### src/rtl/vpd_pkg.sv
`timescale 1ns / 1ps
// Shared types, codes and tables for the VGA palette DAC.
// No dependencies; imported by every rtl module and the checker.
package vpd_pkg;

  // Palette depth must be a power of two; indices are taken modulo it.
  localparam int unsigned PAL_DEPTH = 256;
  localparam int unsigned PAL_AW    = $clog2(PAL_DEPTH);

  // transaction kinds
  localparam logic [1:0] MODE_READ   = 2'd0;
  localparam logic [1:0] MODE_WRITE  = 2'd1;
  localparam logic [1:0] MODE_LOOKUP = 2'd2;

  // port selects
  localparam logic [1:0] PORT_MASK   = 2'd0;
  localparam logic [1:0] PORT_RSTATE = 2'd1;
  localparam logic [1:0] PORT_WADDR  = 2'd2;
  localparam logic [1:0] PORT_DATA   = 2'd3;

  // component steps
  localparam logic [1:0] STEP_RED   = 2'd0;
  localparam logic [1:0] STEP_GREEN = 2'd1;
  localparam logic [1:0] STEP_BLUE  = 2'd2;

  localparam logic [5:0] COMP_MASK = 6'h3f;

  typedef struct packed {
    logic [1:0] mode;
    logic [1:0] port_select;
    logic [7:0] write_data;
    logic [7:0] pixel_index;
  } req_t;

  typedef struct packed {
    logic [7:0]  read_data;
    logic [23:0] color_rgb24;
  } rsp_t;

  typedef enum logic [1:0] {
    KIND_ZERO,
    KIND_BYTE,
    KIND_COMP,
    KIND_RGB
  } res_kind_e;

  // index 2 red, 1 green, 0 blue
  typedef logic [2:0][5:0] rgb18_t;

  typedef struct packed {
    logic            vld;
    res_kind_e       kind;
    logic [7:0]      byte_val;
    logic [1:0]      comp;
  } s1_t;

  typedef struct packed {
    logic              rd_en;
    logic [PAL_AW-1:0] rd_addr;
    logic [2:0]        wr_en;
    logic [PAL_AW-1:0] wr_addr;
    logic [5:0]        wr_data;
  } ram_req_t;

  // 6-bit to 8-bit expansion, (c*255+31)/63, built at elaboration
  function automatic logic [63:0][7:0] build_exp6_lut();
    logic [63:0][7:0] lut;
    for (int i = 0; i < 64; i++) begin
      lut[i] = 8'((i * 255 + 31) / 63);
    end
    return lut;
  endfunction

  localparam logic [63:0][7:0] EXP6_LUT = build_exp6_lut();

endpackage

### src/rtl/vpd_expand.sv
`timescale 1ns / 1ps
// Result stage: picks the port byte or component, expands looked-up
// colours to 8 bits per channel and registers the result. Uses vpd_pkg.
module vpd_expand (
  input  logic            clk_i,
  input  logic            rst_ni,
  input  vpd_pkg::s1_t    s1_i,
  input  vpd_pkg::rgb18_t rgb_i,
  output logic            done_o,
  output vpd_pkg::rsp_t   rsp_o
);
  import vpd_pkg::*;

  logic       done_q;
  rsp_t       rsp_q, rsp_d;
  logic [1:0] comp_idx;

  // step 0 is red, which sits at the top of the word
  assign comp_idx = STEP_BLUE - s1_i.comp;

  always_comb begin
    rsp_d = '0;
    case (s1_i.kind)
      KIND_ZERO: ;
      KIND_BYTE: rsp_d.read_data = s1_i.byte_val;
      KIND_COMP: rsp_d.read_data = {2'b00, rgb_i[comp_idx]};
      KIND_RGB: begin
        rsp_d.color_rgb24 = {EXP6_LUT[rgb_i[2]], EXP6_LUT[rgb_i[1]],
                             EXP6_LUT[rgb_i[0]]};
      end
      default: ;
    endcase
  end

  always_ff @(posedge clk_i or negedge rst_ni) begin
    if (!rst_ni) begin
      done_q <= 1'b0;
    end else begin
      done_q <= s1_i.vld;
    end
  end

  always_ff @(posedge clk_i) begin
    rsp_q <= rsp_d;
  end

  assign done_o = done_q;
  assign rsp_o  = rsp_q;

endmodule

### config.mk
export PLATFORM = sky130hd
export DESIGN_NAME = vpd_expand
export DESIGN_NICKNAME = d
export VERILOG_FILES = /design/src/rtl/vpd_pkg.sv /design/src/rtl/vpd_expand.sv
export SDC_FILE = /design/constraint.sdc
export NUM_CORES = 1
export LEC_CHECK = 0
export ABC_AREA = 1
export BUFFER_PORTS_ARGS = -buffer_cell sky130_fd_sc_hd__buf_2
export CAP_MARGIN = 40
export CORE_ASPECT_RATIO = 1.2
export CORE_MARGIN = 1.5
export CORE_UTILIZATION = 26
export DETAILED_ROUTE_END_ITERATION = 7
export RECOVER_POWER = 50
export SLEW_MARGIN = 5
export SYNTH_ARGS = -nofsm -noshare
export SYNTH_HDL_FRONTEND = slang
export SYNTH_SLANG_ARGS = --single-unit
### constraint.sdc
create_clock -name clk_i -period 0.8 [get_ports clk_i]
set_input_delay 0.04 -clock clk_i [delete_from_list [all_inputs] [get_ports clk_i]]
set_output_delay 0.04 -clock clk_i [all_outputs]
set_load 0.005 [all_outputs]
==> impl_metrics.tcl <==
set metrics [dict create \
    min-delay-start "rgb_i[9]" \
    outcome "finished, final reports clean" \
    std_cell_rows 26 \
    drtPass1Iterations 4 \
    insertedDiodeCount 0 \
    timing_max_transition_violations_final 0 \
    vias_per_cell 3.935 \
    detailedRoute.firstIterationViolations 31 \
    grt_start_max_net_pins 12 \
    synth_fp_nets 194 \
    ys_seq_elements 30 \
    cts_made_buffers 5 \
    final_hold_viol_count 0 \
    final_layout_size_suffix_gt1_share_pct 28.35 \
    power.sequential.fraction_pct 49.8 \
    crit_path_start_kind "flop" \
    syn_warnings 0 \
    timing_worst_slew_pin_value_ns 0.4085 \
    holdPathStages 3 \
    clock.fmax_mhz 1283 \
    syn-cell-area_um2 1150 \
    clkTransAtPathRegs_ns 0.06 \
    synth_area_per_cell_um2 7.278 \
    route.antenna.remaining_nets 0 \
    io_buffers 65 \
    timing.hold.worst_endpoint "rsp_o[13]" \
    grt_overflow_total 0 \
    syn-instance-count 158 \
    cp_data_required_time_ns 0.76 \
    grt_usage_pct 12.46 \
    part_of_the_yosys_area_used_for_sequential_elements_pct 52.67 \
    share_clk_of_total_power_pct 35.2 \
    clockRootBuffer "sky130_fd_sc_hd__clkbuf_8" \
    slowest_stage "sky130_fd_sc_hd__dfrtp_1" \
    vdd_ir_drop_max_mv 0.5246 \
    worst_ep_arrival_time_ns 0.74 \
    max_slew_margin_pct 72.77 \
    htreeDepth 2 \
    post-synth-top-area-cell "sky130_fd_sc_hd__dfxtp_1" \
    die-width_um 63.71 \
    post_synth_edffs 0 \
    cells_traversed_along_the_worst_timing_path "buf_2" \
    worst_path_dominant_cell_family "flip-flops" \
    dp_hpwl_um 2170 \
    post_cts.resized_instances 0 \
    whs_ns 0.008967 \
    finalWorstPathRequiredPeriod_ns 0.7795 \
    critical_path_buf_inv_count 1 \
    cts_tree "yes" \
    intPower_mw 2.432 \
    floorplan.die_area_um2 4832 \
    synth_cell_types 12 \
    finalPower_mw 3.171 \
    antenna_found_initial 0 \
    syn_to_final_growth_pct 60.94 \
    synth.top_cells.by_count "sky130_fd_sc_hd__nand2_1, sky130_fd_sc_hd__inv_1, sky130_fd_sc_hd__dfxtp_1" \
    floorplan.die.height_um 75.85 \
    endpoint_kind "output port" \
    floorplan.core_area_um2 4262 \
    worstHoldPathType "in -> reg" \
    initial_core_util_pct 26.98 \
    postLayoutCoreUtil_pct 43.42 \
    cts.sink_count 30 \
    p_comb_share_pct 15.0 \
    design.final.nets 289 \
    prevailing_post_synth_register_cell "sky130_fd_sc_hd__dfxtp_1" \
    gp_congestion 0.7886 \
    power.leakage_nw 1.107 \
    first_global_vias 1002 \
    io-pin-count 66 \
    critical_path_peak_fanout 1 \
    clock_path_buffers 2 \
    drt_wl_total_um 2952 \
    final_setup_violation_count 0 \
    wire_per_inst_um 9.523 \
    detail_route.drc_violations 0 \
    final_min_period_over_clock_period_pct 97.44 \
    synth_largest_type_area_fraction_pct 50.49 \
    grt_first_pass_wirelength_um 4305 \
    setup_repair_after_global_routing_missed_its_margin "yes" \
    swShare_pct 23.32 \
    worstSetupPathType "reg -> out" \
    synth-async-reset-ratio_pct 3.333 \
    num_vias 1220 \
    max_stage_delay_ns 0.35 \
    cap_viol_max_count 0 \
    cellPowerDensity_nw_per_um2 1714 \
    synthTopCellsByArea "sky130_fd_sc_hd__dfxtp_1, sky130_fd_sc_hd__nand2_1, sky130_fd_sc_hd__inv_1" \
    post-synth-top-count-cell "sky130_fd_sc_hd__nand2_1" \
    power.switching_mw 0.7395 \
    postCtsSetupBuffers 0 \
]
-- how the worst max path moves through the flow --
| stage | from | endpoint | slack, ns | cells after the start |
|---|---|---|---|---|
| after floorplan | s1_i[10] | rsp_o[24] | 0.03 | 5 |
| after global placement | s1_i[10] | rsp_o[26] | -0.18 | 6 |
| after detailed placement | s1_i[10] | rsp_o[28] | -0.19 | 6 |
| after CTS | done_o | done_o | 0.005 | 1 |
| after global routing | done_o | done_o | -0.02 | 1 |
| final | done_o | done_o | 0.02 | 1 |
-- per-stage QoR --
step | setup TNS, ns | instances | setup WS (ns) | cell area [um2]
after floorplan | 0 | 158 | 0.02887 | 1155
after global placement | -2.754 | 281 | -0.1754 | 1570
after detailed placement | -3.026 | 281 | -0.1934 | 1570
after CTS | 0 | 311 | 0.004806 | 1871
after global routing | -0.02013 | 310 | -0.02013 | 1851
final | 0 | 310 | 0.02049 | 1851
-- cell type report --
class	instances	area, um2
inverter	30	112.6
fill	461	2411
sequential	30	605.6
clock buffer	8	80.08
multi-input combinational	93	404.1
timing repair buffer	93	578.1
tap	56	70.07
-- metal layers --
layer  track usage, %  wire length (um)
met4            7.971                41
met3            4.874               155
met5                0                 0
met2            22.92              1589
met1            11.79              1166
-- power groups by stage --
stage / clock [mW] / sequential (mW) / combinational [mW]
finish: 1.12 / 1.58 / 0.477
global route: 1.24 / 1.58 / 0.539
CTS: 1.16 / 1.58 / 0.493
detailed placement: 0 / 1.61 / 0.409
global placement: 0 / 1.61 / 0.408
floorplan: 0 / 1.62 / 0.162
-- cells by family (layout without fill, tap and decap cells) --
logic type | count (synthesis) | in the layout | share of synthesized area [%]
AOI/OAI and AO/OA | 9 | 9 | 3.917
adders and majority gates | 3 | 3 | 3.265
buffers and inverters | 35 | 131 | 12.62
DFF | 30 | 30 | 52.67
and+or+nand+nor | 81 | 81 | 27.53
-- cells in the final DEF, fill, tap and decap left out --
cell,n
sky130_fd_sc_hd__clkbuf_4,2
sky130_fd_sc_hd__buf_2,58
sky130_fd_sc_hd__dfrtp_1,1
sky130_fd_sc_hd__nand3_1,6
sky130_fd_sc_hd__ha_1,3
sky130_fd_sc_hd__clkbuf_1,11
sky130_fd_sc_hd__nor2_1,3
sky130_fd_sc_hd__nor2_2,4
sky130_fd_sc_hd__inv_1,30
sky130_fd_sc_hd__clkbuf_8,5
sky130_fd_sc_hd__dfxtp_1,29
sky130_fd_sc_hd__o21ai_0,3
sky130_fd_sc_hd__nand2_1,68
sky130_fd_sc_hd__buf_4,3
sky130_fd_sc_hd__dlygate4sd3_1,22
sky130_fd_sc_hd__a21oi_1,6
-- state kept, by name, indices dropped and copies added, names as in the netlist --
signal / cells
done_o: 1
rsp_o: 29
-- what timing repair did --
item	CTS	global route
endpoints found under the setup margin	0	3
hold buffers	22	0
endpoints found under the hold margin	26	0
Note: power is estimated with default switching activity, not from simulation.
