`src/rtl/vpd_pkg.sv`:
```
`timescale 1ns / 1ps
// Shared types, codes and tables for the VGA palette DAC.
// No dependencies; imported by every rtl module and the checker.
package vpd_pkg;

  // Palette depth must be a power of two; indices are taken modulo it.
  localparam int unsigned PAL_DEPTH = 256;
  localparam int unsigned PAL_AW    = $clog2(PAL_DEPTH);

  // transaction kinds
  localparam logic [1:0] MODE_READ   = 2'd0;
  localparam logic [1:0] MODE_WRITE  = 2'd1;
  localparam logic [1:0] MODE_LOOKUP = 2'd2;

  // port selects
  localparam logic [1:0] PORT_MASK   = 2'd0;
  localparam logic [1:0] PORT_RSTATE = 2'd1;
  localparam logic [1:0] PORT_WADDR  = 2'd2;
  localparam logic [1:0] PORT_DATA   = 2'd3;

  // component steps
  localparam logic [1:0] STEP_RED   = 2'd0;
  localparam logic [1:0] STEP_GREEN = 2'd1;
  localparam logic [1:0] STEP_BLUE  = 2'd2;

  localparam logic [5:0] COMP_MASK = 6'h3f;

  typedef struct packed {
    logic [1:0] mode;
    logic [1:0] port_select;
    logic [7:0] write_data;
    logic [7:0] pixel_index;
  } req_t;

  typedef struct packed {
    logic [7:0]  read_data;
    logic [23:0] color_rgb24;
  } rsp_t;

  typedef enum logic [1:0] {
    KIND_ZERO,
    KIND_BYTE,
    KIND_COMP,
    KIND_RGB
  } res_kind_e;

  // index 2 red, 1 green, 0 blue
  typedef logic [2:0][5:0] rgb18_t;

  typedef struct packed {
    logic            vld;
    res_kind_e       kind;
    logic [7:0]      byte_val;
    logic [1:0]      comp;
  } s1_t;

  typedef struct packed {
    logic              rd_en;
    logic [PAL_AW-1:0] rd_addr;
    logic [2:0]        wr_en;
    logic [PAL_AW-1:0] wr_addr;
    logic [5:0]        wr_data;
  } ram_req_t;

  // 6-bit to 8-bit expansion, (c*255+31)/63, built at elaboration
  function automatic logic [63:0][7:0] build_exp6_lut();
    logic [63:0][7:0] lut;
    for (int i = 0; i < 64; i++) begin
      lut[i] = 8'((i * 255 + 31) / 63);
    end
    return lut;
  endfunction

  localparam logic [63:0][7:0] EXP6_LUT = build_exp6_lut();

endpackage

```
`src/rtl/vpd_pal_ram.sv`:
```
`timescale 1ns / 1ps
// Palette store: one 6-bit memory per component with per-entry valid bits.
// Depends on vpd_pkg.
module vpd_pal_ram (
  input  logic              clk_i,
  input  logic              rst_ni,
  input  vpd_pkg::ram_req_t ram_req_i,
  output vpd_pkg::rgb18_t   rd_rgb_o
);
  import vpd_pkg::*;

  logic [5:0]           mem_q [3][PAL_DEPTH];
  logic [PAL_DEPTH-1:0] vld_q;
  logic [5:0]           rd_data_q [3];
  logic                 rd_vld_q;
  logic                 wr_any;
  logic                 wr_entry_vld;

  assign wr_any       = |ram_req_i.wr_en;
  assign wr_entry_vld = vld_q[ram_req_i.wr_addr];

  // first write to an entry also zeroes the other two components
  always_ff @(posedge clk_i) begin
    for (int c = 0; c < 3; c++) begin
      if (wr_any && (ram_req_i.wr_en[c] || !wr_entry_vld)) begin
        mem_q[c][ram_req_i.wr_addr] <= ram_req_i.wr_en[c] ? ram_req_i.wr_data : 6'd0;
      end
      if (ram_req_i.rd_en) begin
        rd_data_q[c] <= mem_q[c][ram_req_i.rd_addr];
      end
    end
  end

  // unwritten entries read as zero until written
  always_ff @(posedge clk_i or negedge rst_ni) begin
    if (!rst_ni) begin
      vld_q    <= '0;
      rd_vld_q <= 1'b0;
    end else begin
      if (wr_any) begin
        vld_q[ram_req_i.wr_addr] <= 1'b1;
      end
      if (ram_req_i.rd_en) begin
        rd_vld_q <= vld_q[ram_req_i.rd_addr];
      end
    end
  end

  always_comb begin
    for (int c = 0; c < 3; c++) begin
      rd_rgb_o[c] = rd_vld_q ? rd_data_q[c] : 6'd0;
    end
  end

endmodule

```
`config.mk`:
```
export PLATFORM = sky130hd
export DESIGN_NAME = vpd_pal_ram
export DESIGN_NICKNAME = d
export VERILOG_FILES = /design/src/rtl/vpd_pkg.sv /design/src/rtl/vpd_pal_ram.sv
export SDC_FILE = /design/constraint.sdc
export NUM_CORES = 2
export LEC_CHECK = 0
export BUFFER_PORTS_ARGS = -buffer_cell sky130_fd_sc_hd__buf_2
export CORE_ASPECT_RATIO = 0.9
export CORE_UTILIZATION = 29
export DETAILED_ROUTE_END_ITERATION = 12
export PLACE_DENSITY = 0.5
export SETUP_SLACK_MARGIN = 0.5
export SLEW_MARGIN = 20
export SYNTH_ARGS = -nofsm -noshare
export SYNTH_HDL_FRONTEND = slang
export SYNTH_MEMORY_MAX_BITS = 65536
export SYNTH_SLANG_ARGS = --single-unit
```
`constraint.sdc`:
```
create_clock -name clk_i -period 4.1 [get_ports clk_i]
set_input_delay 0.82 -clock clk_i [delete_from_list [all_inputs] [get_ports clk_i]]
set_output_delay 0.82 -clock clk_i [all_outputs]
set_load 0.005 [all_outputs]
```
==> results <==
- The number of global-route vias before repair is 103390.
- At the pin with the least slew margin, the transition time is 1.612 ns.
- The initial antenna violation count was 67.
- After the last flow step, the layout net total stands at 10490.
- The wire length on met1 is 259.1 mm.
- The origin of the worst min-delay path is ram_req_i[25].
- At the worst endpoint, the required time is 4.86 ns.
- The multi-input combinational cells in the finished layout cover a total of 47000 sq um.
- Of the cells placed in the final design, the portion with a size suffix greater than 1 is 39.13%.
- Across all hold checks on the routed design, the worst slack comes to 0.2172 ns.
- The root buffer cell chosen for the clock tree is sky130_fd_sc_hd__clkbuf_16.
- The time the final worst path needs with I/O delays and setup is 3.773 ns.
- The first-pass iteration count of the detailed router is 8.
- The initial DRC count is 12978.
- The overflow left after global routing is 0.
- Detailed routing placed a total of 50.41 mm of wire on met3.
- OpenSTA, run right after detailed placement, puts the worst setup slack at -0.6908 ns.
- The max-slew violation count is 55.
- The critical path data arrival time is 4.53 ns.
- The number of port buffers is 45.
- The synthesized design contains 4626 enable-type register cells.
- In this run the static leakage power is 71.61 nW.
- The critical-path maximum fanout is 52.
- The endpoint kind of the worst setup timing path is a register.
- The worst setup skew after layout is 0.09465 ns.
- The count of endpoints failing hold in the final timing report is 0.
- The share of the clock period used by the worst path after layout is 92.03%.
- TritonCTS built the clock tree.
- The die width is 861.8 um.
- The flow ran to the end, but the final reports show violations.
- The beginning of the critical path is vld_q[155]$_DFFE_PN0N_.
- The wire length of the first global-routing pass is 843.3 mm.
- The number of nets produced by synthesis is 8904.
- The worst voltage drop across the vdd grid is 0.5182 mV.
- The post-route setup TNS is 0 ns.
- The total routed wirelength is 610.7 mm.
- In this run, CTS created clock tree buffers numbering 534.
- The category of the worst setup path launch point is a register.
- For this configuration, the core starts out at a cell density of 29.17%.
- The synthesized area per cell is 21.74 sq um.
- The reg-to-reg critical path startpoint is vld_q[155]$_DFFE_PN0N_.
- The count of clock tree sinks is 4883.
- After filler insertion, the fill cell instance count of the layout stands at 60693.
- After detailed routing, the number of remaining DRC violations is 0.
- The post-CTS clock slew at the launch and capture registers of the worst setup and hold paths is 0.06 ns.
- Entering global routing, the biggest net connects 144 pins.
- The power per cell area is 466.4 nW/um^2.
- The maximum level of the CTS H-tree is 6.
- The path category of the worst min-delay check is input port to register.
- The worst path setup slack after routing is 0.3267 ns.
- Detailed routing inserted a total of 101943 vias.
- The number of cells produced by synthesis is 8876.
- The die is 775.9 um tall.
- After synthesis, flip-flops and latches occupy 75.32% of the total area.
- The global-route total usage across every layer is 17.68%.
- Setup repair after global routing could not meet its margin everywhere.
- Among all flip-flop cells after synthesis, the most frequent one is sky130_fd_sc_hd__edfxtp_1.
- The final setup violation count is 0.
- The synthesized netlist contains 45 unique library cells.
- The placeable core area is 661400 sq um.
- The checks that failed: slew limit.
- The type of the worst setup path is register to register.
- The clock passes through at most 4 buffers.
- The clock latency at the later pin of the worst-skew pair is 1.08 ns.
- During synthesis, Yosys emitted a total of 0 warnings.
- The total of max-cap violations is 0.
- The detailed-route wire length per cell is 30.88 um.
- The proportion of register bits with asynchronous set or reset after synthesis is 5.263%.
- The count of standard-cell rows is 283.
- Pin placement for this block handled 46 I/O pins.
- The final design utilization is 35.90%.
- The layout overhead on the synthesized area is 23.07%.
- Dividing the detail-routed via count by the number of cells gives 5.154.
- The number of nets still failing antenna checks after routing is 0.
- The placer congestion estimate is 0.8533.
- The post-synthesis instance area is 193000 sq um.
- Once detailed placement completed, the half-perimeter wirelength came to 405.7 mm.
- The worst pin sits at a relative slew slack of -7.497%.
- The die covers 668700 sq um.
- Counting flops and latches in the post-synthesis netlist gives 4883.
- The length of routed met2 wiring is 279.7 mm.
- Across the whole layout, storage elements account for 145300 sq um.
- The highest metal layer used by the detailed router is met5.
- The maximum clock rate is 0.2650 GHz.
[worst max-delay path, cell delays in order, from the launching register on]
cell,delay (ns)
sky130_fd_sc_hd__dfrtp_1,0.40
sky130_fd_sc_hd__mux4_2,0.54
sky130_fd_sc_hd__a22o_1,0.27
sky130_fd_sc_hd__a2111oi_4,0.40
sky130_fd_sc_hd__a31oi_4,0.13
sky130_fd_sc_hd__a2111oi_4,0.41
sky130_fd_sc_hd__a41oi_4,0.17
sky130_fd_sc_hd__buf_12,0.30
sky130_fd_sc_hd__buf_16,0.19
sky130_fd_sc_hd__a21oi_1,0.29
sky130_fd_sc_hd__buf_4,0.20
[report_power, final]
| part | internal [mW] | leakage [nW] | switching [mW] |
|---|---|---|---|
| sequential | 55.1 | 39.8 | 0.311 |
| combinational | 2.97 | 23.4 | 4.59 |
| clock | 27.8 | 8.47 | 20.0 |
[cells in the final DEF, fill, tap and decap left out, types with 22 or more instances in the layout]
| cell type | instances |
|---|---|
| sky130_fd_sc_hd__a21oi_2 | 116 |
| sky130_fd_sc_hd__mux2i_1 | 85 |
| sky130_fd_sc_hd__a22oi_1 | 179 |
| sky130_fd_sc_hd__inv_6 | 22 |
| sky130_fd_sc_hd__buf_12 | 237 |
| sky130_fd_sc_hd__nand2b_1 | 263 |
| sky130_fd_sc_hd__diode_2 | 46 |
| sky130_fd_sc_hd__buf_6 | 179 |
| sky130_fd_sc_hd__clkinv_1 | 99 |
| sky130_fd_sc_hd__nand2_1 | 281 |
| sky130_fd_sc_hd__dfrtp_1 | 256 |
| sky130_fd_sc_hd__bufinv_16 | 47 |
| sky130_fd_sc_hd__clkinv_2 | 93 |
| sky130_fd_sc_hd__clkbuf_1 | 107 |
| sky130_fd_sc_hd__a21oi_4 | 118 |
| sky130_fd_sc_hd__clkbuf_16 | 560 |
| sky130_fd_sc_hd__mux4_2 | 1542 |
| sky130_fd_sc_hd__a21oi_1 | 614 |
| sky130_fd_sc_hd__edfxtp_1 | 4626 |
| sky130_fd_sc_hd__buf_4 | 1169 |
| sky130_fd_sc_hd__buf_2 | 40 |
[final cells by class]
cell class	count	area share (%)
Sequential cell	4883	61.20
Clock buffer	665	5.997
Antenna cell	46	0.04847
Clock inverter	307	1.301
Inverter	8	0.02529
Timing Repair Buffer	1660	6.983
Tap cell	8835	4.655
Multi-Input combinational cell	3375	19.79
[logic make-up (layout without fill, tap and decap cells)]
family | after synthesis | in the layout | share of synthesized area [%]
other cells | 0 | 46 | 0
compound gates | 1057 | 1057 | 3.025
flops | 4883 | 4883 | 75.32
mux | 1627 | 1627 | 18.44
buf+inv | 618 | 2640 | 1.387
simple gates | 691 | 691 | 1.829
[cells in the mapped netlist, drive strengths merged, types with 2 or more instances]
master,number,share of area (%)
mux4,1542,18
nor2b,7,0.023
a221oi,3,0.014
and3b,2,0.0091
dfrtp,257,3.3
buf,284,0.74
nor3,14,0.036
or2,4,0.013
edfxtp,4626,72
and2,38,0.12
and3,2,0.0065
nand4,3,0.0097
a2111oi,3,0.021
a22o,2,0.0091
clkbuf,326,0.63
o211ai,2,0.0078
nor2,32,0.062
a21oi,848,2.2
inv,8,0.016
a22oi,179,0.70
nand2,281,0.55
mux2i,85,0.44
a41oi,3,0.018
nor4,4,0.013
nand2b,263,0.85
or4,19,0.074
nand3,20,0.052
a31oi,10,0.032
[flip-flops by register name, summed over array words and instances, names as in the netlist]
signal,count
rd_vld_q,1
vld_q,256
rd_data_q,18
mem_q,4608
[repair_timing]
item,CTS,global route
hold buffers,1,0
hold endpoints to repair,70,0
setup endpoints to repair,2243,3570
cloned,6,20
setup buffers,7,2
gates resized for setup,48,522
pin swaps,3,89
[per-layer routing]
metal | track usage (%) | vias up
met3 | 3.612 | 861
met4 | 5.590 | 8
met2 | 27.21 | 4710
li1 | - | 40833
met1 | 25.25 | 55531
met5 | 0 | -
[per-stage QoR]
| stage | std cells | cell area [sq um] | power (mW) |
|---|---|---|---|
| CTS | 19710 | 234500 | 111.2 |
| floorplan | 8876 | 193000 | 60.01 |
| detailed placement | 18724 | 216700 | 63.48 |
| finish | 19779 | 237500 | 110.8 |
| global placement | 18723 | 216600 | 63.36 |
[final timing paths]
kind | end | slack [ns] | cells past startpoint
worst min-delay path | rd_data_q[0][1]$_DFFE_PP_ | 0.22 | 1
worst max register to register | mem_q[0][1732]$_DFFE_PP_ | 0.33 | 10
max in group asynchronous | vld_q[38]$_DFFE_PN0N_ | 2.60 | 3
worst max-delay path | mem_q[0][1732]$_DFFE_PP_ | 0.33 | 10
min in group asynchronous | vld_q[77]$_DFFE_PN0N_ | 0.45 | 2
worst min register to register | vld_q[178]$_DFFE_PN0N_ | 0.49 | 1
No activity file was read; power rests on OpenSTA's default activity.
