--- src/rtl/vpd_pkg.sv ---
`timescale 1ns / 1ps
// Shared types, codes and tables for the VGA palette DAC.
// No dependencies; imported by every rtl module and the checker.
package vpd_pkg;

  // Palette depth must be a power of two; indices are taken modulo it.
  localparam int unsigned PAL_DEPTH = 256;
  localparam int unsigned PAL_AW    = $clog2(PAL_DEPTH);

  // transaction kinds
  localparam logic [1:0] MODE_READ   = 2'd0;
  localparam logic [1:0] MODE_WRITE  = 2'd1;
  localparam logic [1:0] MODE_LOOKUP = 2'd2;

  // port selects
  localparam logic [1:0] PORT_MASK   = 2'd0;
  localparam logic [1:0] PORT_RSTATE = 2'd1;
  localparam logic [1:0] PORT_WADDR  = 2'd2;
  localparam logic [1:0] PORT_DATA   = 2'd3;

  // component steps
  localparam logic [1:0] STEP_RED   = 2'd0;
  localparam logic [1:0] STEP_GREEN = 2'd1;
  localparam logic [1:0] STEP_BLUE  = 2'd2;

  localparam logic [5:0] COMP_MASK = 6'h3f;

  typedef struct packed {
    logic [1:0] mode;
    logic [1:0] port_select;
    logic [7:0] write_data;
    logic [7:0] pixel_index;
  } req_t;

  typedef struct packed {
    logic [7:0]  read_data;
    logic [23:0] color_rgb24;
  } rsp_t;

  typedef enum logic [1:0] {
    KIND_ZERO,
    KIND_BYTE,
    KIND_COMP,
    KIND_RGB
  } res_kind_e;

  // index 2 red, 1 green, 0 blue
  typedef logic [2:0][5:0] rgb18_t;

  typedef struct packed {
    logic            vld;
    res_kind_e       kind;
    logic [7:0]      byte_val;
    logic [1:0]      comp;
  } s1_t;

  typedef struct packed {
    logic              rd_en;
    logic [PAL_AW-1:0] rd_addr;
    logic [2:0]        wr_en;
    logic [PAL_AW-1:0] wr_addr;
    logic [5:0]        wr_data;
  } ram_req_t;

  // 6-bit to 8-bit expansion, (c*255+31)/63, built at elaboration
  function automatic logic [63:0][7:0] build_exp6_lut();
    logic [63:0][7:0] lut;
    for (int i = 0; i < 64; i++) begin
      lut[i] = 8'((i * 255 + 31) / 63);
    end
    return lut;
  endfunction

  localparam logic [63:0][7:0] EXP6_LUT = build_exp6_lut();

endpackage

--- src/rtl/vpd_ctrl.sv ---
`timescale 1ns / 1ps
// Port register file and transaction decode: mask, addresses, component
// step and mode; drives the palette store and the stage register. Uses vpd_pkg.
module vpd_ctrl (
  input  logic              clk_i,
  input  logic              rst_ni,
  input  logic              start_i,
  input  vpd_pkg::req_t     req_i,
  output logic              busy_o,
  output vpd_pkg::ram_req_t ram_req_o,
  output vpd_pkg::s1_t      s1_o
);
  import vpd_pkg::*;

  localparam logic [7:0] STATE_READ_MODE = 8'h03;

  logic       busy_q;
  logic [7:0] mask_q, mask_d;
  logic [7:0] raddr_q, raddr_d;
  logic [7:0] waddr_q, waddr_d;
  logic [1:0] step_q, step_d;
  logic       rmode_q, rmode_d;
  s1_t        s1_q, s1_d;
  logic       accept;
  logic [7:0] lookup_idx;

  assign accept     = start_i && !busy_q;
  assign lookup_idx = req_i.pixel_index & mask_q;

  always_comb begin
    mask_d  = mask_q;
    raddr_d = raddr_q;
    waddr_d = waddr_q;
    step_d  = step_q;
    rmode_d = rmode_q;

    ram_req_o         = '0;
    ram_req_o.rd_addr = raddr_q[PAL_AW-1:0];
    ram_req_o.wr_addr = waddr_q[PAL_AW-1:0];
    ram_req_o.wr_data = req_i.write_data[5:0] & COMP_MASK;

    s1_d          = '0;
    s1_d.vld      = accept;
    s1_d.kind     = KIND_ZERO;
    s1_d.comp     = step_q;

    if (accept) begin
      case (req_i.mode)
        MODE_READ: begin
          case (req_i.port_select)
            PORT_MASK: begin
              s1_d.kind     = KIND_BYTE;
              s1_d.byte_val = mask_q;
            end
            PORT_RSTATE: begin
              s1_d.kind     = KIND_BYTE;
              s1_d.byte_val = rmode_q ? STATE_READ_MODE : 8'd0;
            end
            PORT_WADDR: begin
              s1_d.kind     = KIND_BYTE;
              s1_d.byte_val = waddr_q;
            end
            PORT_DATA: begin
              // a stray step of 3 reads zero and leaves the step alone
              if (step_q <= STEP_BLUE) begin
                ram_req_o.rd_en = 1'b1;
                s1_d.kind       = KIND_COMP;
                if (step_q == STEP_BLUE) begin
                  raddr_d = raddr_q + 8'd1;
                  step_d  = STEP_RED;
                end else begin
                  step_d = step_q + 2'd1;
                end
              end
            end
            default: ;
          endcase
        end
        MODE_WRITE: begin
          case (req_i.port_select)
            PORT_MASK: begin
              mask_d = req_i.write_data;
            end
            PORT_RSTATE: begin
              raddr_d = req_i.write_data;
              waddr_d = req_i.write_data + 8'd1;
              step_d  = STEP_RED;
              rmode_d = 1'b1;
            end
            PORT_WADDR: begin
              waddr_d = req_i.write_data;
              raddr_d = req_i.write_data - 8'd1;
              step_d  = STEP_RED;
              rmode_d = 1'b0;
            end
            PORT_DATA: begin
              if (step_q <= STEP_BLUE) begin
                ram_req_o.wr_en = 3'b100 >> step_q;
                if (step_q == STEP_BLUE) begin
                  waddr_d = waddr_q + 8'd1;
                  step_d  = STEP_RED;
                end else begin
                  step_d = step_q + 2'd1;
                end
              end
            end
            default: ;
          endcase
        end
        MODE_LOOKUP: begin
          ram_req_o.rd_en   = 1'b1;
          ram_req_o.rd_addr = lookup_idx[PAL_AW-1:0];
          s1_d.kind         = KIND_RGB;
        end
        default: ;
      endcase
    end
  end

  always_ff @(posedge clk_i or negedge rst_ni) begin
    if (!rst_ni) begin
      busy_q  <= 1'b1;
      mask_q  <= 8'hff;
      raddr_q <= 8'd0;
      waddr_q <= 8'd0;
      step_q  <= STEP_RED;
      rmode_q <= 1'b1;
      s1_q    <= '0;
    end else begin
      busy_q  <= 1'b0;
      mask_q  <= mask_d;
      raddr_q <= raddr_d;
      waddr_q <= waddr_d;
      step_q  <= step_d;
      rmode_q <= rmode_d;
      s1_q    <= s1_d;
    end
  end

  assign busy_o = busy_q;
  assign s1_o   = s1_q;

endmodule

--- config.mk ---
export PLATFORM = sky130hd
export DESIGN_NAME = vpd_ctrl
export DESIGN_NICKNAME = d
export VERILOG_FILES = /design/src/rtl/vpd_pkg.sv /design/src/rtl/vpd_ctrl.sv
export SDC_FILE = /design/constraint.sdc
export NUM_CORES = 1
export LEC_CHECK = 0
export BUFFER_PORTS_ARGS = -buffer_cell sky130_fd_sc_hd__buf_2
export CELL_PAD_IN_SITES_DETAIL_PLACEMENT = 1
export CELL_PAD_IN_SITES_GLOBAL_PLACEMENT = 1
export CORE_AREA = 2 2 76 93
export CTS_CLUSTER_DIAMETER = 40
export DETAILED_ROUTE_END_ITERATION = 10
export DIE_AREA = 0 0 78 95
export PLACE_DENSITY = 0.93
export SETUP_SLACK_MARGIN = 0.2
export SLEW_MARGIN = 20
export SYNTH_ARGS = -nofsm -noshare
export SYNTH_HDL_FRONTEND = slang
export SYNTH_SLANG_ARGS = --single-unit
--- constraint.sdc ---
create_clock -name clk_i -period 4.4 [get_ports clk_i]
set_input_delay 0.66 -clock clk_i [delete_from_list [all_inputs] [get_ports clk_i]]
set_output_delay 0.66 -clock clk_i [all_outputs]
set_load 0.01 [all_outputs]
==> results of run 1 <==
synth_stat cells (4+ instances only):
| cell | number | area share |
|---|---|---|
| nor2_1 | 21 | 0.028 |
| o21ai_0 | 20 | 0.036 |
| dfstp_2 | 10 | 0.093 |
| dfrtp_1 | 31 | 0.28 |
| mux2i_1 | 6 | 0.021 |
| nand2b_1 | 5 | 0.011 |
| and3_1 | 4 | 0.0089 |
| nand2_1 | 34 | 0.045 |
| a21oi_1 | 16 | 0.028 |
| nand3_1 | 7 | 0.012 |
| a31oi_1 | 5 | 0.011 |
| clkbuf_1 | 10 | 0.013 |
| a211oi_1 | 8 | 0.021 |
| nor2b_1 | 4 | 0.0089 |
| nor3_1 | 6 | 0.011 |
| ha_1 | 14 | 0.062 |
| nand4_1 | 5 | 0.011 |
| inv_1 | 14 | 0.019 |
| buf_4 | 7 | 0.019 |
| buf_2 | 6 | 0.011 |
| mux2_2 | 6 | 0.024 |
| a22oi_1 | 6 | 0.016 |
cell families after synthesis:
| kind of cell | Yosys count |
|---|---|
| buffers and inverters | 42 |
| AND/OR/NAND/NOR | 114 |
| adder cells (fa/ha/maj) | 14 |
| multiplexers | 12 |
| XOR/XNOR | 5 |
| other | 1 |
| flip-flops | 41 |
| AO/OA/AOI/OAI | 84 |
critical path, stage by stage:
cell and delay, ns:
buf_2 0.12, ha_1 0.81, inv_1 0.28, o21ai_0 0.23, nor2b_1 0.19, buf_2 0.15
cell type report:
class	count	share of cell area
clock buffer	5	0.0214
clock inverter	3	0.0214
inverter	14	0.0163
multi-input combinational	230	0.484
sequential	41	0.322
tap	87	0.0338
timing repair buffer	64	0.101
how the worst max path moves through the flow:
stage	endpoint	cells after the start	startpoint	slack, ns
after floorplan	ram_req_o[23]	5	req_i[18]	1.92
after global placement	ram_req_o[25]	6	req_i[16]	1.48
after detailed placement	ram_req_o[25]	6	req_i[16]	1.34
after CTS	ram_req_o[25]	6	req_i[16]	1.31
after global routing	ram_req_o[25]	6	req_i[16]	1.22
final	ram_req_o[25]	6	req_i[16]	1.29
stage by stage:
step	setup WS, ns	hold slack (ns)	power [uW]	util	instance area [um^2]
2_1_floorplan	1.92	0.364	766	-	2810
3_3_place_gp	1.48	0.452	899	0.467	3090
3_5_place_dp	1.34	0.469	922	0.467	3090
4_1_cts	1.31	0.473	1300	0.488	3220
5_1_grt	1.22	0.494	1370	0.488	3220
6_report	1.29	0.467	1300	0.488	3220
registers in the layout (all words and copies together), names as in the netlist:
register  cells
s1_o         13
busy_o        1
mask_q        8
rmode_q       1
waddr_q       8
raddr_q       8
step_q        2
layer usage:
layer,routed length (um),share of wire
met2,4410,0.51
met3,424,0.049
met5,0,0
met4,242,0.028
met1,3640,0.42
power groups by stage:
| stage | combinational (uW) | sequential (uW) | clock [uW] |
|---|---|---|---|
| 2_1_floorplan | 221 | 545 | 0 |
| 3_3_place_gp | 335 | 564 | 0 |
| 3_5_place_dp | 351 | 571 | 0 |
| 4_1_cts | 356 | 563 | 383 |
| 5_1_grt | 398 | 579 | 397 |
| 6_report | 356 | 566 | 378 |
==> results.ini, run 1 <==
[floorplanning]
coreArea_mm2=0.00661
start_util=0.426
io_pins=63
die_y_um=95
core.rowCount=33
die-area_mm2=0.00741
die_x_um=78

[timing]
finalSetupTns_ns=0
maxSlewViolCount=0
clock_skew_ns=0.00828
layout_min_cycle_time_ns=3.11
finalHoldViolations=0
fmax_ghz=0.321
maxSlewHeadroom=0.341
setup_viol=0
tightest_slew_ns=0.989
min_period_over_period=0.707
rsz0062_at_grt=false

[pwr]
p_seq_frac=0.435
p_int_uw=840
power.switching_uw=460
p_clk_frac=0.291
ir_drop_uv=161
swShare=0.354
power.static_leakage_uw=0.00144
combPwrFrac=0.274
power.density_mw_per_mm2=403

[global_routing]
grt_use_met2=0.420
grt-busiest-layer=met2
grt_pass1_wl_um=14000
use_met1=0.295
antenna_found_initial=0
overflow=0
grt_use_met3=0.0382
grt.total_usage=0.240
grt_pass1_vias=2724
grt_max_degree=42

[cells_and_area]
area_growth_pct=14.6
num_antenna_cells=0
final-seq-area_mm2=0.00104
multi_input_area_mm2=0.00156
layout_common_cells=buf_2, nand2_1, dfrtp_1
layout-drive-gt1-share=0.269
stdcell_count=444
final_common_cell=buf_2
final_nets=393
n_fill_cell=796

[placement]
io_buffers=62
dp.cells=436
hpwl_um=6330
routabilityCongestion=0.864

[clock_network]
cts_hold_buf=0
clk_pin_slew_ns=0.09
clock_latency_ns=0.31
cts_root_buf=clkbuf_8
cts-resized-gates=0
cts_tree=done
cts.htree.levels=2
numCtsBuffers=5
cts_num_sinks=41
cts_buffer_depth=2
cts_setup_buffers=0

[synth]
synth-xor-area-share=0.0156
synth_edf_count=0
ys.flop_type=dfrtp_1
synth-adder-area-share=0.0623
yosys.area_share.simple=0.220
synthArstFlopShare=1.00
synth_seq_cells=41
synth_top_family_by_area=simple AND/OR/NAND/NOR gates
synth_compound_area_frac=0.210
synth-seq-area-share=0.369
syn-cell-area_mm2=0.00281
ys_types=59
syn-num-nets=350
avgSynthCellArea_um2=8.99
synth_cells=313
synth_warnings=0
muxShareOfSynthArea=0.0454

[worst_setup_path]
worstSetupEndpointType=output port
r2r-end=waddr_q[6]
required_ns=3.74
crit_type=in -> out
r2r_slack_ns=1.98
ff2ff_path_depth=5
reg2reg_from=step_q[1]
start_kind=primary input
arrival_ns=2.45
crit_fanout=27

[route]
vias_per_cell=5.94
drc=0
drtPass1Iterations=4
vias=2636
drt-initial-drc-count=166
drt-wirelength-per-cell_um=19.6
drt_wl_total_um=8710
postRouteAntennaNets=0

[min_path]
hp-class=reg -> reg
hp-start=step_q[0]
hold_path_end=s1_o[0]
whs_path_depth=0

[run]
maxCapViolations=0

[status]
status=completed

Note: power is estimated with default switching activity, not from simulation.
==> run 2, diff against run 1 <==
Settings changed: ABC_AREA from default to 1, CORE_AREA 2 2 76 93 to 2 2 80 98, DIE_AREA 0 0 78 95 to 0 0 82 100, PLACE_DENSITY 0.93 to 0.87.
Clock period 4.4 ns to 3.3 ns, I/O delays scaled along.
==> results.ini, run 2 <==
[status]
status=completed

[timing]
finalHoldViolations=0  ; unchanged
clock_skew_ns=0.0102  ; +0.00188 ns
min_period_over_period=0.732
maxSlewHeadroom=0.366  ; +0.0256
finalSetupTns_ns=0  ; unchanged
fmax_ghz=0.414
tightest_slew_ns=0.951  ; -0.0384 ns
setup_viol=0  ; unchanged
maxSlewViolCount=0  ; unchanged
layout_min_cycle_time_ns=2.41
rsz0062_at_grt=false

[synth]
syn-num-nets=409  ; +17%
synth_cells=372  ; +19%
syn-cell-area_mm2=0.00270  ; -4.2%
synth_most_common_cell=nand2_1
ys_types=34  ; -42%
synth_common_cells=nand2_1, inv_1, nor2_1, dfrtp_1, nand3_1
yosysTopAreaCell=dfrtp_1
ys.flop_type=dfrtp_1
synth_edf_count=0  ; unchanged
synth_seq_cells=41  ; unchanged
synthArstFlopShare=1.00  ; unchanged
synth-seq-area-share=0.385  ; +0.0161
synth_top_area_share=0.288  ; +0.0120
avgSynthCellArea_um2=7.24  ; -19%
synth_warnings=0  ; unchanged
synth_area_leaders=dfrtp_1, nand2_1, dfstp_2

[floorplanning]
die_x_um=82  ; +5.1%
start_util=0.366  ; -0.0594
coreArea_mm2=0.00736  ; +11%
die-area_mm2=0.00820  ; +11%
die_y_um=100  ; +5.3%
io_pins=63  ; unchanged
core.rowCount=35  ; +6.1%

[cells_and_area]
final_nets=461  ; +17%
final_common_cell=nand2_1
area_growth_pct=15.5
num_antenna_cells=0  ; unchanged
layout_common_cells=nand2_1, buf_2, inv_1
largest_reg_flops=13  ; unchanged
n_fill_cell=976  ; +23%
fin_util=0.423  ; -0.0648
layout-drive-gt1-share=0.228  ; -0.0407

[worst_setup_path]
startpoint=req_i[16]
start_kind=primary input
slowest_stage=ha_1
worstPathCellList=buf_2 -> ha_1 -> inv_2 -> or2_1 -> a21oi_1 -> buf_2
cpPeakStageDelay_ns=0.47  ; -0.34 ns
crit_family=buffers and inverters
cp.depth=6  ; unchanged
crit_type=in -> out
crit_fanout=13  ; -52%
worstSetupEndpointType=output port
cp-endpoint=ram_req_o[25]
ff2ff_path_depth=9  ; +4
r2r_slack_ns=1.47  ; -0.51 ns
crit_buf_inv=3  ; unchanged
r2r-end=raddr_q[7]
crit_path_frequent_cell=buf_2
reg2reg_from=step_q[0]
arrival_ns=1.92  ; -0.53 ns
required_ns=2.80  ; -0.94 ns

[clock_network]
clock_latency_ns=0.30  ; about the same
cts_num_sinks=41  ; unchanged
cts_hold_buf=0  ; unchanged
cts_root_buf=clkbuf_8
cts_tree=done
clk_pin_slew_ns=0.08  ; about the same
cts.htree.levels=2  ; unchanged
cts_buffer_depth=2  ; unchanged
cts_setup_buffers=0  ; unchanged
numCtsBuffers=5  ; unchanged
cts-resized-gates=0  ; unchanged

[pwr]
power.switching_uw=679  ; +48%
p_clk_frac=0.234  ; -0.057
power.density_mw_per_mm2=570  ; +41%
power.static_leakage_uw=0.00161  ; +12%
swShare=0.383  ; +0.0288
p_int_uw=1090  ; +30%
combPwrFrac=0.332  ; +0.058
ir_drop_uv=233  ; +45%
p_seq_frac=0.434  ; about the same

[route]
drt-wirelength-per-cell_um=15.5  ; -21%
vias=2662  ; +0.99%
drtPass1Iterations=4  ; unchanged
drt_wl_total_um=8020  ; -7.9%
drt-initial-drc-count=74  ; -55%
postRouteAntennaNets=0  ; unchanged
drc=0  ; unchanged
vias_per_cell=5.15  ; -13%

[placement]
io_buffers=62  ; unchanged
routabilityCongestion=0.795  ; -8.0%
hpwl_um=6260  ; -0.98%

[global_routing]
grt_pass1_vias=2732  ; +0.29%
grt_max_degree=42  ; unchanged
grt_pass1_wl_um=13200  ; -5.5%
grt.total_usage=0.209  ; -0.0316
antenna_found_initial=0  ; unchanged
overflow=0  ; unchanged

[run]
maxCapViolations=0  ; unchanged

[min_path]
hp-class=in -> async

[run 2: cell types whose count changed after synthesis, sizes merged, moves of 7 or more]
cell    change
o21ai       +9
inv        +24
a21oi      +11
a211oi      -7
nand2      +80
clkbuf      -7
nor2       +16
nand3      +23
[run 2: area by class of cell]
class                           count  area [um^2]  share of cell area
Multi-Input combinational cell    274         1380               0.445
Sequential cell                    41         1040               0.334
Timing Repair Buffer               64          325               0.105
Inverter                           38          143              0.0458
Tap cell                           92          115              0.0370
Clock buffer                        6         72.6              0.0233
Clock inverter                      2         35.0              0.0113
[run 2: power by group through the flow]
| stage | clock network [uW] | logic (uW) | registers, uW |
|---|---|---|---|
| 2_1_floorplan | 0 | 369 | 757 |
| 3_3_place_gp | 0 | 565 | 770 |
| 3_5_place_dp | 0 | 591 | 778 |
| 4_1_cts | 422 | 597 | 769 |
| 5_1_grt | 437 | 671 | 788 |
| 6_report | 415 | 589 | 770 |
[run 2: logic make-up after synthesis]
family	count (synthesis)	share of synthesized area
simple gates	190	0.300
compound gates	65	0.134
buf+inv	57	0.101
xor+xnor	4	0.0130
flops	41	0.385
other cells	1	0.00139
fa+ha+maj	14	0.0650
[run 2: per-stage QoR]
step / setup WS, ns / hold WS (ns) / power (uW) / cells / area, um^2
after floorplan: 1.44 / 0.199 / 1130 / 372 / 2700
after global placement: 0.987 / 0.422 / 1340 / 509 / 3010
after detailed placement: 0.865 / 0.454 / 1370 / 509 / 3010
after CTS: 0.873 / 0.374 / 1790 / 517 / 3110
after global routing: 0.738 / 0.415 / 1900 / 517 / 3110
final: 0.885 / 0.337 / 1770 / 517 / 3110
[run 2: how the worst min path moves through the flow]
stage                      end  cells after the start      start  slack (ns)
floorplan           raddr_q[0]                      0     rst_ni        0.20
global placement       s1_o[0]                      0  step_q[0]        0.42
detailed placement     s1_o[0]                      0  step_q[0]        0.45
CTS                 raddr_q[2]                      1     rst_ni        0.37
global route        raddr_q[6]                      1     rst_ni        0.41
finish              raddr_q[6]                      1     rst_ni        0.34
[run 2: per-layer routing]
| metal | track usage | vias to the layer above | routed length [um] |
|---|---|---|---|
| met5 | 0 | - | 0 |
| met4 | 0.0692 | 0 | 136 |
| met3 | 0.0297 | 12 | 249 |
| met2 | 0.372 | 52 | 4320 |
| met1 | 0.253 | 1308 | 3310 |
| li1 | - | 1290 | - |
